$ cat config.mk
export PLATFORM = sky130hd
export DESIGN_NAME = indexed_insert_delete_array_unit
export DESIGN_NICKNAME = d
export VERILOG_FILES = /design/src/rtl/idia_pkg.sv /design/src/rtl/indexed_insert_delete_array_unit.sv /design/src/rtl/idia_mem.sv /design/src/rtl/idia_ctrl.sv
export SDC_FILE = /design/constraint.sdc
export NUM_CORES = 2
export LEC_CHECK = 0
export ABC_AREA = 1
export ABC_CLOCK_PERIOD_IN_PS = 6200
export BUFFER_PORTS_ARGS = -buffer_cell sky130_fd_sc_hd__buf_4
export CAP_MARGIN = 5
export CORE_UTILIZATION = 58
export DETAILED_ROUTE_END_ITERATION = 6
export PLACE_DENSITY = 0.77
export SLEW_MARGIN = 20
export SYNTH_ARGS = -nofsm -noshare
export SYNTH_HDL_FRONTEND = slang
export SYNTH_SLANG_ARGS = --single-unit
$ cat constraint.sdc
create_clock -name clk -period 6.2 [get_ports clk]
set_input_delay 0 -clock clk [delete_from_list [all_inputs] [get_ports clk]]
set_output_delay 0 -clock clk [all_outputs]
set_load 0.03 [all_outputs]
$ cat src/rtl/idia_pkg.sv
// Shared types and codes for the indexed insert/delete array unit.
package idia_pkg;

  // Field widths of the transfers
  localparam int FUNC_W  = 2;
  localparam int POS_W   = 7;
  localparam int VALUE_W = 32;
  localparam int STAT_W  = 2;
  localparam int COUNT_W = 7;

  // Operation codes
  localparam logic [FUNC_W-1:0] FUNC_INSERT = 2'd0;
  localparam logic [FUNC_W-1:0] FUNC_DELETE = 2'd1;
  localparam logic [FUNC_W-1:0] FUNC_READ   = 2'd2;

  // Status codes
  localparam logic [STAT_W-1:0] STAT_OK   = 2'd0;
  localparam logic [STAT_W-1:0] STAT_FULL = 2'd1;
  localparam logic [STAT_W-1:0] STAT_POS  = 2'd2;

  // Request payload
  typedef struct packed {
    logic [FUNC_W-1:0]         func;
    logic [POS_W-1:0]          position;
    logic signed [VALUE_W-1:0] value;
  } idia_in_t;

  // Result payload
  typedef struct packed {
    logic [STAT_W-1:0]         status;
    logic signed [VALUE_W-1:0] read_value;
    logic [COUNT_W-1:0]        count;
  } idia_out_t;

endpackage

$ cat src/rtl/indexed_insert_delete_array_unit.sv
// Top level of the indexed insert/delete array unit: sequencer, entry memory, result register.
//
//  channel  ports                         transfer when
//  request  start, busy, in_item          start high and busy low at a rising edge
//  result   out_strobe, out_item          out_strobe high for one cycle
//
// After an accepted request busy stays high until the result goes out: a rejected request,
// an unused code or a delete of the last entry goes straight to S_RESP; a read waits in
// S_RD_WAIT; an append writes in S_INS_PUT; an insert that shifts walks S_INS_MV, then
// S_INS_PUT; a delete that shifts walks S_DEL_MV. The shift moves one entry per cycle
// through the single memory port pair. out_strobe rises at the edge where busy falls.
// Reset (rst_n low, synchronous) empties the array; entries are not cleared.
// The receiver cannot stall; the result is shown for exactly one cycle.
module indexed_insert_delete_array_unit import idia_pkg::*; #(
  parameter int CAPACITY = 64
) (
  input  logic      clk,
  input  logic      rst_n,
  input  logic      start,
  output logic      busy,
  input  idia_in_t  in_item,
  output logic      out_strobe,
  output idia_out_t out_item
);

  localparam int AW = (CAPACITY > 1) ? $clog2(CAPACITY) : 1;
  localparam int CW = $clog2(CAPACITY + 1);

  logic                      done;
  idia_out_t                 res;
  logic                      mem_we, mem_re;
  logic [AW-1:0]             mem_waddr, mem_raddr;
  logic signed [VALUE_W-1:0] mem_wdata, mem_rdata;
  logic                      out_strobe_r;
  idia_out_t                 out_item_r;

  idia_ctrl #(
    .CAPACITY (CAPACITY),
    .AW       (AW),
    .CW       (CW)
  ) u_ctrl (
    .clk       (clk),
    .rst_n     (rst_n),
    .start     (start),
    .req       (in_item),
    .busy      (busy),
    .done      (done),
    .res       (res),
    .mem_we    (mem_we),
    .mem_waddr (mem_waddr),
    .mem_wdata (mem_wdata),
    .mem_re    (mem_re),
    .mem_raddr (mem_raddr),
    .mem_rdata (mem_rdata)
  );

  idia_mem #(
    .DEPTH (CAPACITY),
    .AW    (AW)
  ) u_mem (
    .clk   (clk),
    .we    (mem_we),
    .waddr (mem_waddr),
    .wdata (mem_wdata),
    .re    (mem_re),
    .raddr (mem_raddr),
    .rdata (mem_rdata)
  );

  // Strobe the result transfer for one cycle
  always_ff @(posedge clk) begin
    if (!rst_n) begin
      out_strobe_r <= 1'b0;
    end else begin
      out_strobe_r <= done;
    end
  end

  // Hold the result payload
  always_ff @(posedge clk) begin
    if (done) begin
      out_item_r <= res;
    end
  end

  assign out_strobe = out_strobe_r;
  assign out_item   = out_item_r;

endmodule

$ cat src/rtl/idia_mem.sv
// Entry storage: one write port and one registered read port.
module idia_mem import idia_pkg::*; #(
  parameter int DEPTH = 64,
  parameter int AW    = 6
) (
  input  logic                      clk,
  input  logic                      we,
  input  logic [AW-1:0]             waddr,
  input  logic signed [VALUE_W-1:0] wdata,
  input  logic                      re,
  input  logic [AW-1:0]             raddr,
  output logic signed [VALUE_W-1:0] rdata
);

  logic signed [VALUE_W-1:0] mem [DEPTH];
  logic signed [VALUE_W-1:0] rdata_r;

  // Write the addressed entry
  always_ff @(posedge clk) begin
    if (we) begin
      mem[waddr] <= wdata;
    end
  end

  // Register the read data
  always_ff @(posedge clk) begin
    if (re) begin
      rdata_r <= mem[raddr];
    end
  end

  assign rdata = rdata_r;

endmodule

$ cat src/rtl/idia_ctrl.sv
// Sequencer: checks a request, walks the entry shift one entry per cycle, keeps the count.
module idia_ctrl import idia_pkg::*; #(
  parameter int CAPACITY = 64,
  parameter int AW       = 6,
  parameter int CW       = 7
) (
  input  logic                      clk,
  input  logic                      rst_n,
  input  logic                      start,
  input  idia_in_t                  req,
  output logic                      busy,
  output logic                      done,
  output idia_out_t                 res,
  output logic                      mem_we,
  output logic [AW-1:0]             mem_waddr,
  output logic signed [VALUE_W-1:0] mem_wdata,
  output logic                      mem_re,
  output logic [AW-1:0]             mem_raddr,
  input  logic signed [VALUE_W-1:0] mem_rdata
);

  localparam int EW = (CW > POS_W) ? CW : POS_W;

  typedef enum logic [5:0] {
    S_IDLE    = 6'b000001,
    S_INS_MV  = 6'b000010,
    S_INS_PUT = 6'b000100,
    S_DEL_MV  = 6'b001000,
    S_RD_WAIT = 6'b010000,
    S_RESP    = 6'b100000
  } state_t;

  state_t                    state_r, state_nxt;
  logic [CW-1:0]             count_r, count_nxt;
  logic [AW-1:0]             idx_r, idx_nxt;
  logic [AW-1:0]             pos_r, pos_nxt;
  logic signed [VALUE_W-1:0] val_r, val_nxt;
  logic [STAT_W-1:0]         status_r, status_nxt;
  logic signed [VALUE_W-1:0] rdval_r, rdval_nxt;
  logic [EW-1:0]             pos_e, cnt_e;

  // Compare position and count at a common width
  assign pos_e = EW'(req.position);
  assign cnt_e = EW'(count_r);

  // Next-state and memory command
  always_comb begin
    state_nxt  = state_r;
    count_nxt  = count_r;
    idx_nxt    = idx_r;
    pos_nxt    = pos_r;
    val_nxt    = val_r;
    status_nxt = status_r;
    rdval_nxt  = rdval_r;
    mem_we     = 1'b0;
    mem_waddr  = idx_r;
    mem_wdata  = mem_rdata;
    mem_re     = 1'b0;
    mem_raddr  = idx_r;
    done       = 1'b0;
    unique case (state_r)
      S_IDLE: begin
        if (start) begin
          pos_nxt    = AW'(req.position);
          val_nxt    = req.value;
          status_nxt = STAT_OK;
          rdval_nxt  = '0;
          state_nxt  = S_RESP;
          unique case (req.func)
            FUNC_INSERT: begin
              priority if (count_r == CW'(CAPACITY)) begin
                status_nxt = STAT_FULL;
              end else if (pos_e > cnt_e) begin
                status_nxt = STAT_POS;
              end else if (pos_e == cnt_e) begin
                state_nxt = S_INS_PUT;
              end else begin
                // Fetch the last entry; it moves up first
                mem_re    = 1'b1;
                mem_raddr = AW'(count_r - CW'(1));
                idx_nxt   = AW'(count_r);
                state_nxt = S_INS_MV;
              end
            end
            FUNC_DELETE: begin
              priority if (pos_e >= cnt_e) begin
                status_nxt = STAT_POS;
              end else if (pos_e == cnt_e - EW'(1)) begin
                count_nxt = count_r - CW'(1);
              end else begin
                // Fetch the entry above the hole
                mem_re    = 1'b1;
                mem_raddr = AW'(req.position) + AW'(1);
                idx_nxt   = AW'(req.position);
                state_nxt = S_DEL_MV;
              end
            end
            FUNC_READ: begin
              if (pos_e >= cnt_e) begin
                status_nxt = STAT_POS;
              end else begin
                mem_re    = 1'b1;
                mem_raddr = AW'(req.position);
                state_nxt = S_RD_WAIT;
              end
            end
            default: begin
              state_nxt = S_RESP;
            end
          endcase
        end
      end
      S_INS_MV: begin
        // Move one entry up, fetch the next one below
        mem_we    = 1'b1;
        mem_waddr = idx_r;
        if (idx_r - AW'(1) == pos_r) begin
          state_nxt = S_INS_PUT;
        end else begin
          mem_re    = 1'b1;
          mem_raddr = idx_r - AW'(2);
          idx_nxt   = idx_r - AW'(1);
        end
      end
      S_INS_PUT: begin
        mem_we    = 1'b1;
        mem_waddr = pos_r;
        mem_wdata = val_r;
        count_nxt = count_r + CW'(1);
        state_nxt = S_RESP;
      end
      S_DEL_MV: begin
        // Move one entry down, fetch the next one above
        mem_we    = 1'b1;
        mem_waddr = idx_r;
        if (CW'(idx_r) + CW'(2) == count_r) begin
          count_nxt = count_r - CW'(1);
          state_nxt = S_RESP;
        end else begin
          mem_re    = 1'b1;
          mem_raddr = idx_r + AW'(2);
          idx_nxt   = idx_r + AW'(1);
        end
      end
      S_RD_WAIT: begin
        rdval_nxt = mem_rdata;
        state_nxt = S_RESP;
      end
      S_RESP: begin
        done      = 1'b1;
        state_nxt = S_IDLE;
      end
      default: begin
        state_nxt = S_IDLE;
      end
    endcase
  end

  // Control state
  always_ff @(posedge clk) begin
    if (!rst_n) begin
      state_r <= S_IDLE;
      count_r <= '0;
    end else begin
      state_r <= state_nxt;
      count_r <= count_nxt;
    end
  end

  // Working registers
  always_ff @(posedge clk) begin
    idx_r    <= idx_nxt;
    pos_r    <= pos_nxt;
    val_r    <= val_nxt;
    status_r <= status_nxt;
    rdval_r  <= rdval_nxt;
  end

  assign busy           = (state_r != S_IDLE);
  assign res.status     = status_r;
  assign res.read_value = rdval_r;
  assign res.count      = COUNT_W'(count_r);

endmodule

==> flow_summary_export.csv <==
group,metric,value,unit
floorplanning,die_y,400,um
global_route,first_global_vias,61519,
synth,ys_seq_area_share,72.2,%
clocking,root_buffer,"clkbuf_16",
sta,relSlewSlack,22.6,%
route,drt-wirelength-per-cell,27.0,um
synth,yosys.area.top_type,"edfxtp_1",
sta,hold_ws,0.0544,ns
global_route,antenna_found_initial,9,
final_layout,area_growth,11.9,%
sta,rsz0062_at_grt,"no",
floorplanning,core,157000,um^2
sta,hold_viol_final,0,
setup_path,cp.arrival,6.30,ns
sta,final.setup_skew,0.0485,ns
place,dpl_cell_area,95400,um^2
route,wl,268,mm
place,dp_slack,0.820,ns
power,power.leakage,0.0360,uW
setup_path,crit_end,"u_mem.rdata[27]",
setup_path,crit_required,6.93,ns
floorplanning,num_rows,145,
route,dr_total_vias,65714,
synth,synthesis.nets,7738,
floorplanning,ios,87,
clocking,ctsHoldBuffers,82,
job,cap_violations,0,
setup_path,cp-end-kind,"flip-flop",
sta,tns,0,ns
setup_path,critPathMaxFanout,49,
place,routabilityCongestion,0.968,
route,drt_first_iter_violations,12066,
clocking,clkTransAtPathRegs,0.06,ns
synth,netlist.area_leader.share,71.9,%
sta,drv_slew,0,
setup_path,crit_start,"u_ctrl.cnt_e[0]",
setup_path,rrSetupSlack,0.63,ns
clocking,clock_sinks,2213,
synth,synth_area_per_cell,12.0,um^2
power,vdd_drop_max,0.372,mV
sta,worst_slack,0.626,ns
synth,synth-edff-count,2199,
global_route,grt_overflow,0,
global_route,grt_start_max_net_pins,176,
place,dpl.hpwl,146,mm
synth,syn_area,91800,um^2
synth,ys_types,44,
setup_path,r2r_start,"u_ctrl.cnt_e[0]",
final_layout,finish.instance_area,103000,um^2
status,status,"finished, violations left",
sta,worst_slew_pin_slew,1.16,ns
clocking,post_cts_buffers,0,
synth,synthesis.instances,7674,
route,detail-route-antenna-nets,0,
clocking,cts_tree,"built",
clocking,cts_buffers,210,
route,drcViolationCount,8,
synth,synth.ff_latch_count,2213,
setup_path,reg2reg_depth,23,
synth,synth_area_leaders,"edfxtp_1 (72%), nand3_1 (16%), nand2_1 (5.8%)",
sta,period_needed,5.57,ns
setup_path,r2r-end,"u_mem.rdata[27]",
worst_hold_path,hp-class,"in2reg",
setup_path,critPathLaunchType,"flip-flop",
route,via_per_inst,6.62,
clocking,clkLatencyLatePin,0.88,ns
setup_path,worstSetupPathType,"reg2reg",
power,p_per_area,412,nW/um^2
place,place_inst,9449,
sta,max_freq,0.179,GHz
floorplanning,dieArea,160000,um^2
sta,report.final.setup_viol,0,
floorplanning,floorplan.initialDensity,58.6,%
synth,async_flop_share,0,%
status,violations,"DRC",
synth,synth_top_flop_cell,"edfxtp_1",
clocking,cts.repair.resized,0,
global_route,grt_pass1_wl,392,mm
final_layout,layout-drive-gt1-share,9.05,%
clocking,cts_htree_levels,4,
clocking,cts_buffer_depth,3,
synth,synth_warnings,0,
place,port_buffers,86,
sta,finalCritPeriodShare,89.9,%
global_route,grt_util_all_layers,33.2,%
final_layout,finalNonFillerCells,9921,
final_layout,final_nets,7750,
route,drtPass1Iterations,7,
floorplanning,dieWidth,400,um
==> final cells by class <==
class | count | area [um^2]
Inverter | 154 | 586
Fill cell | 10825 | 54000
Sequential cell | 2213 | 66300
Multi-Input combinational cell | 4732 | 23100
Timing Repair Buffer | 375 | 3620
Antenna cell | 3 | 7.51
Clock inverter | 111 | 907
Clock buffer | 275 | 5590
Tap cell | 2058 | 2570
==> critical path: stages, from the launching register on <==
cell and delay, ns:
dfxtp_1 0.56, inv_2 0.20, ha_1 0.43, a21oi_1 0.16, o21ai_0 0.10, nor2_1 0.18, nand3_1 0.10, nor2_1 0.14
nand2_2 0.13, nand2_4 0.12, nand3_1 0.07, nand3_1 0.23, nand2_8 0.24, nand2_8 0.36, buf_4 0.55, buf_4 0.44
nand2_1 0.10, nand3_1 0.09, nand3_1 0.09, nand3_1 0.14, nand3_1 0.45, nand2_1 0.25, nand2_1 0.10, nand2_1 0.08
==> per-stage QoR <==
step	utilization (%)	power, uW
finish	65.5	42300
global route	65.5	43700
CTS	65.5	41900
detailed placement	60.9	29800
global placement	60.8	29600
floorplan	-	25500
==> report_power, final <==
group          switching (uW)  leakage (uW)  internal [uW]  total, uW
combinational            9660        0.0129           3360      13000
sequential                121        0.0199          16900      17000
clock                    5500       0.00316           6760      12300
==> per-layer routing <==
metal	part of all wire, %	global-route usage (%)
met5	0.025	0
met4	5.0	16.0
met3	15	8.02
met2	44	49.0
met1	36	46.6
==> placed cells by master (no fill, tap or decap), drive strengths merged, types with 68 or more instances in the layout <==
cell / n
clkinv: 96
inv: 158
clkbuf: 275
edfxtp: 2199
nand2: 1430
nand3: 2924
o21ai: 68
nor2: 153
buf: 293
dlygate4sd3: 82
==> worst min-delay path by stage <==
| stage | start | to | slack, ns | cells past startpoint |
|---|---|---|---|---|
| floorplan | rst_n | u_ctrl.state_r[0] | 0.07 | 1 |
| global placement | in_item[16] | u_ctrl.val_r[16] | 0.18 | 1 |
| detailed placement | in_item[27] | u_ctrl.val_r[27] | 0.18 | 1 |
| CTS | in_item[37] | u_ctrl.pos_r[5] | 0.009 | 2 |
| global route | in_item[37] | u_ctrl.pos_r[5] | 0.05 | 2 |
| finish | in_item[37] | u_ctrl.pos_r[5] | 0.05 | 2 |
==> synthesized netlist by cell type (all sizes together) (5+ instances only) <==
cell type / count
a211oi: 5
a21oi: 25
buf: 334
clkbuf: 241
dfxtp: 14
edfxtp: 2199
ha: 20
inv: 152
nand2: 1430
nand3: 2924
nand3b: 34
nand4: 18
nor2: 153
nor3: 14
o211ai: 6
o21ai: 68
xor2: 13
==> cell families after synthesis <==
logic type               share of synthesized area [%]
flip-flops                                        72.2
adder cells (fa/ha/maj)                          0.273
AND/OR/NAND/NOR                                   23.0
AO/OA/AOI/OAI                                    0.717
XOR/XNOR                                         0.143
buffers and inverters                             3.59
==> flip-flops by register name, indices dropped and copies added, names as in the netlist <==
register	count
u_ctrl.idx_r	6
u_mem.rdata	32
u_mem.mem	2048
u_ctrl.status_r	2
u_ctrl.pos_r	6
u_ctrl.val_r	32
u_ctrl.cnt_e	7
u_ctrl.state_r	6
u_ctrl.rdval_r	32
out_item	41
out_strobe	1
(Power assumes the default switching activity.)
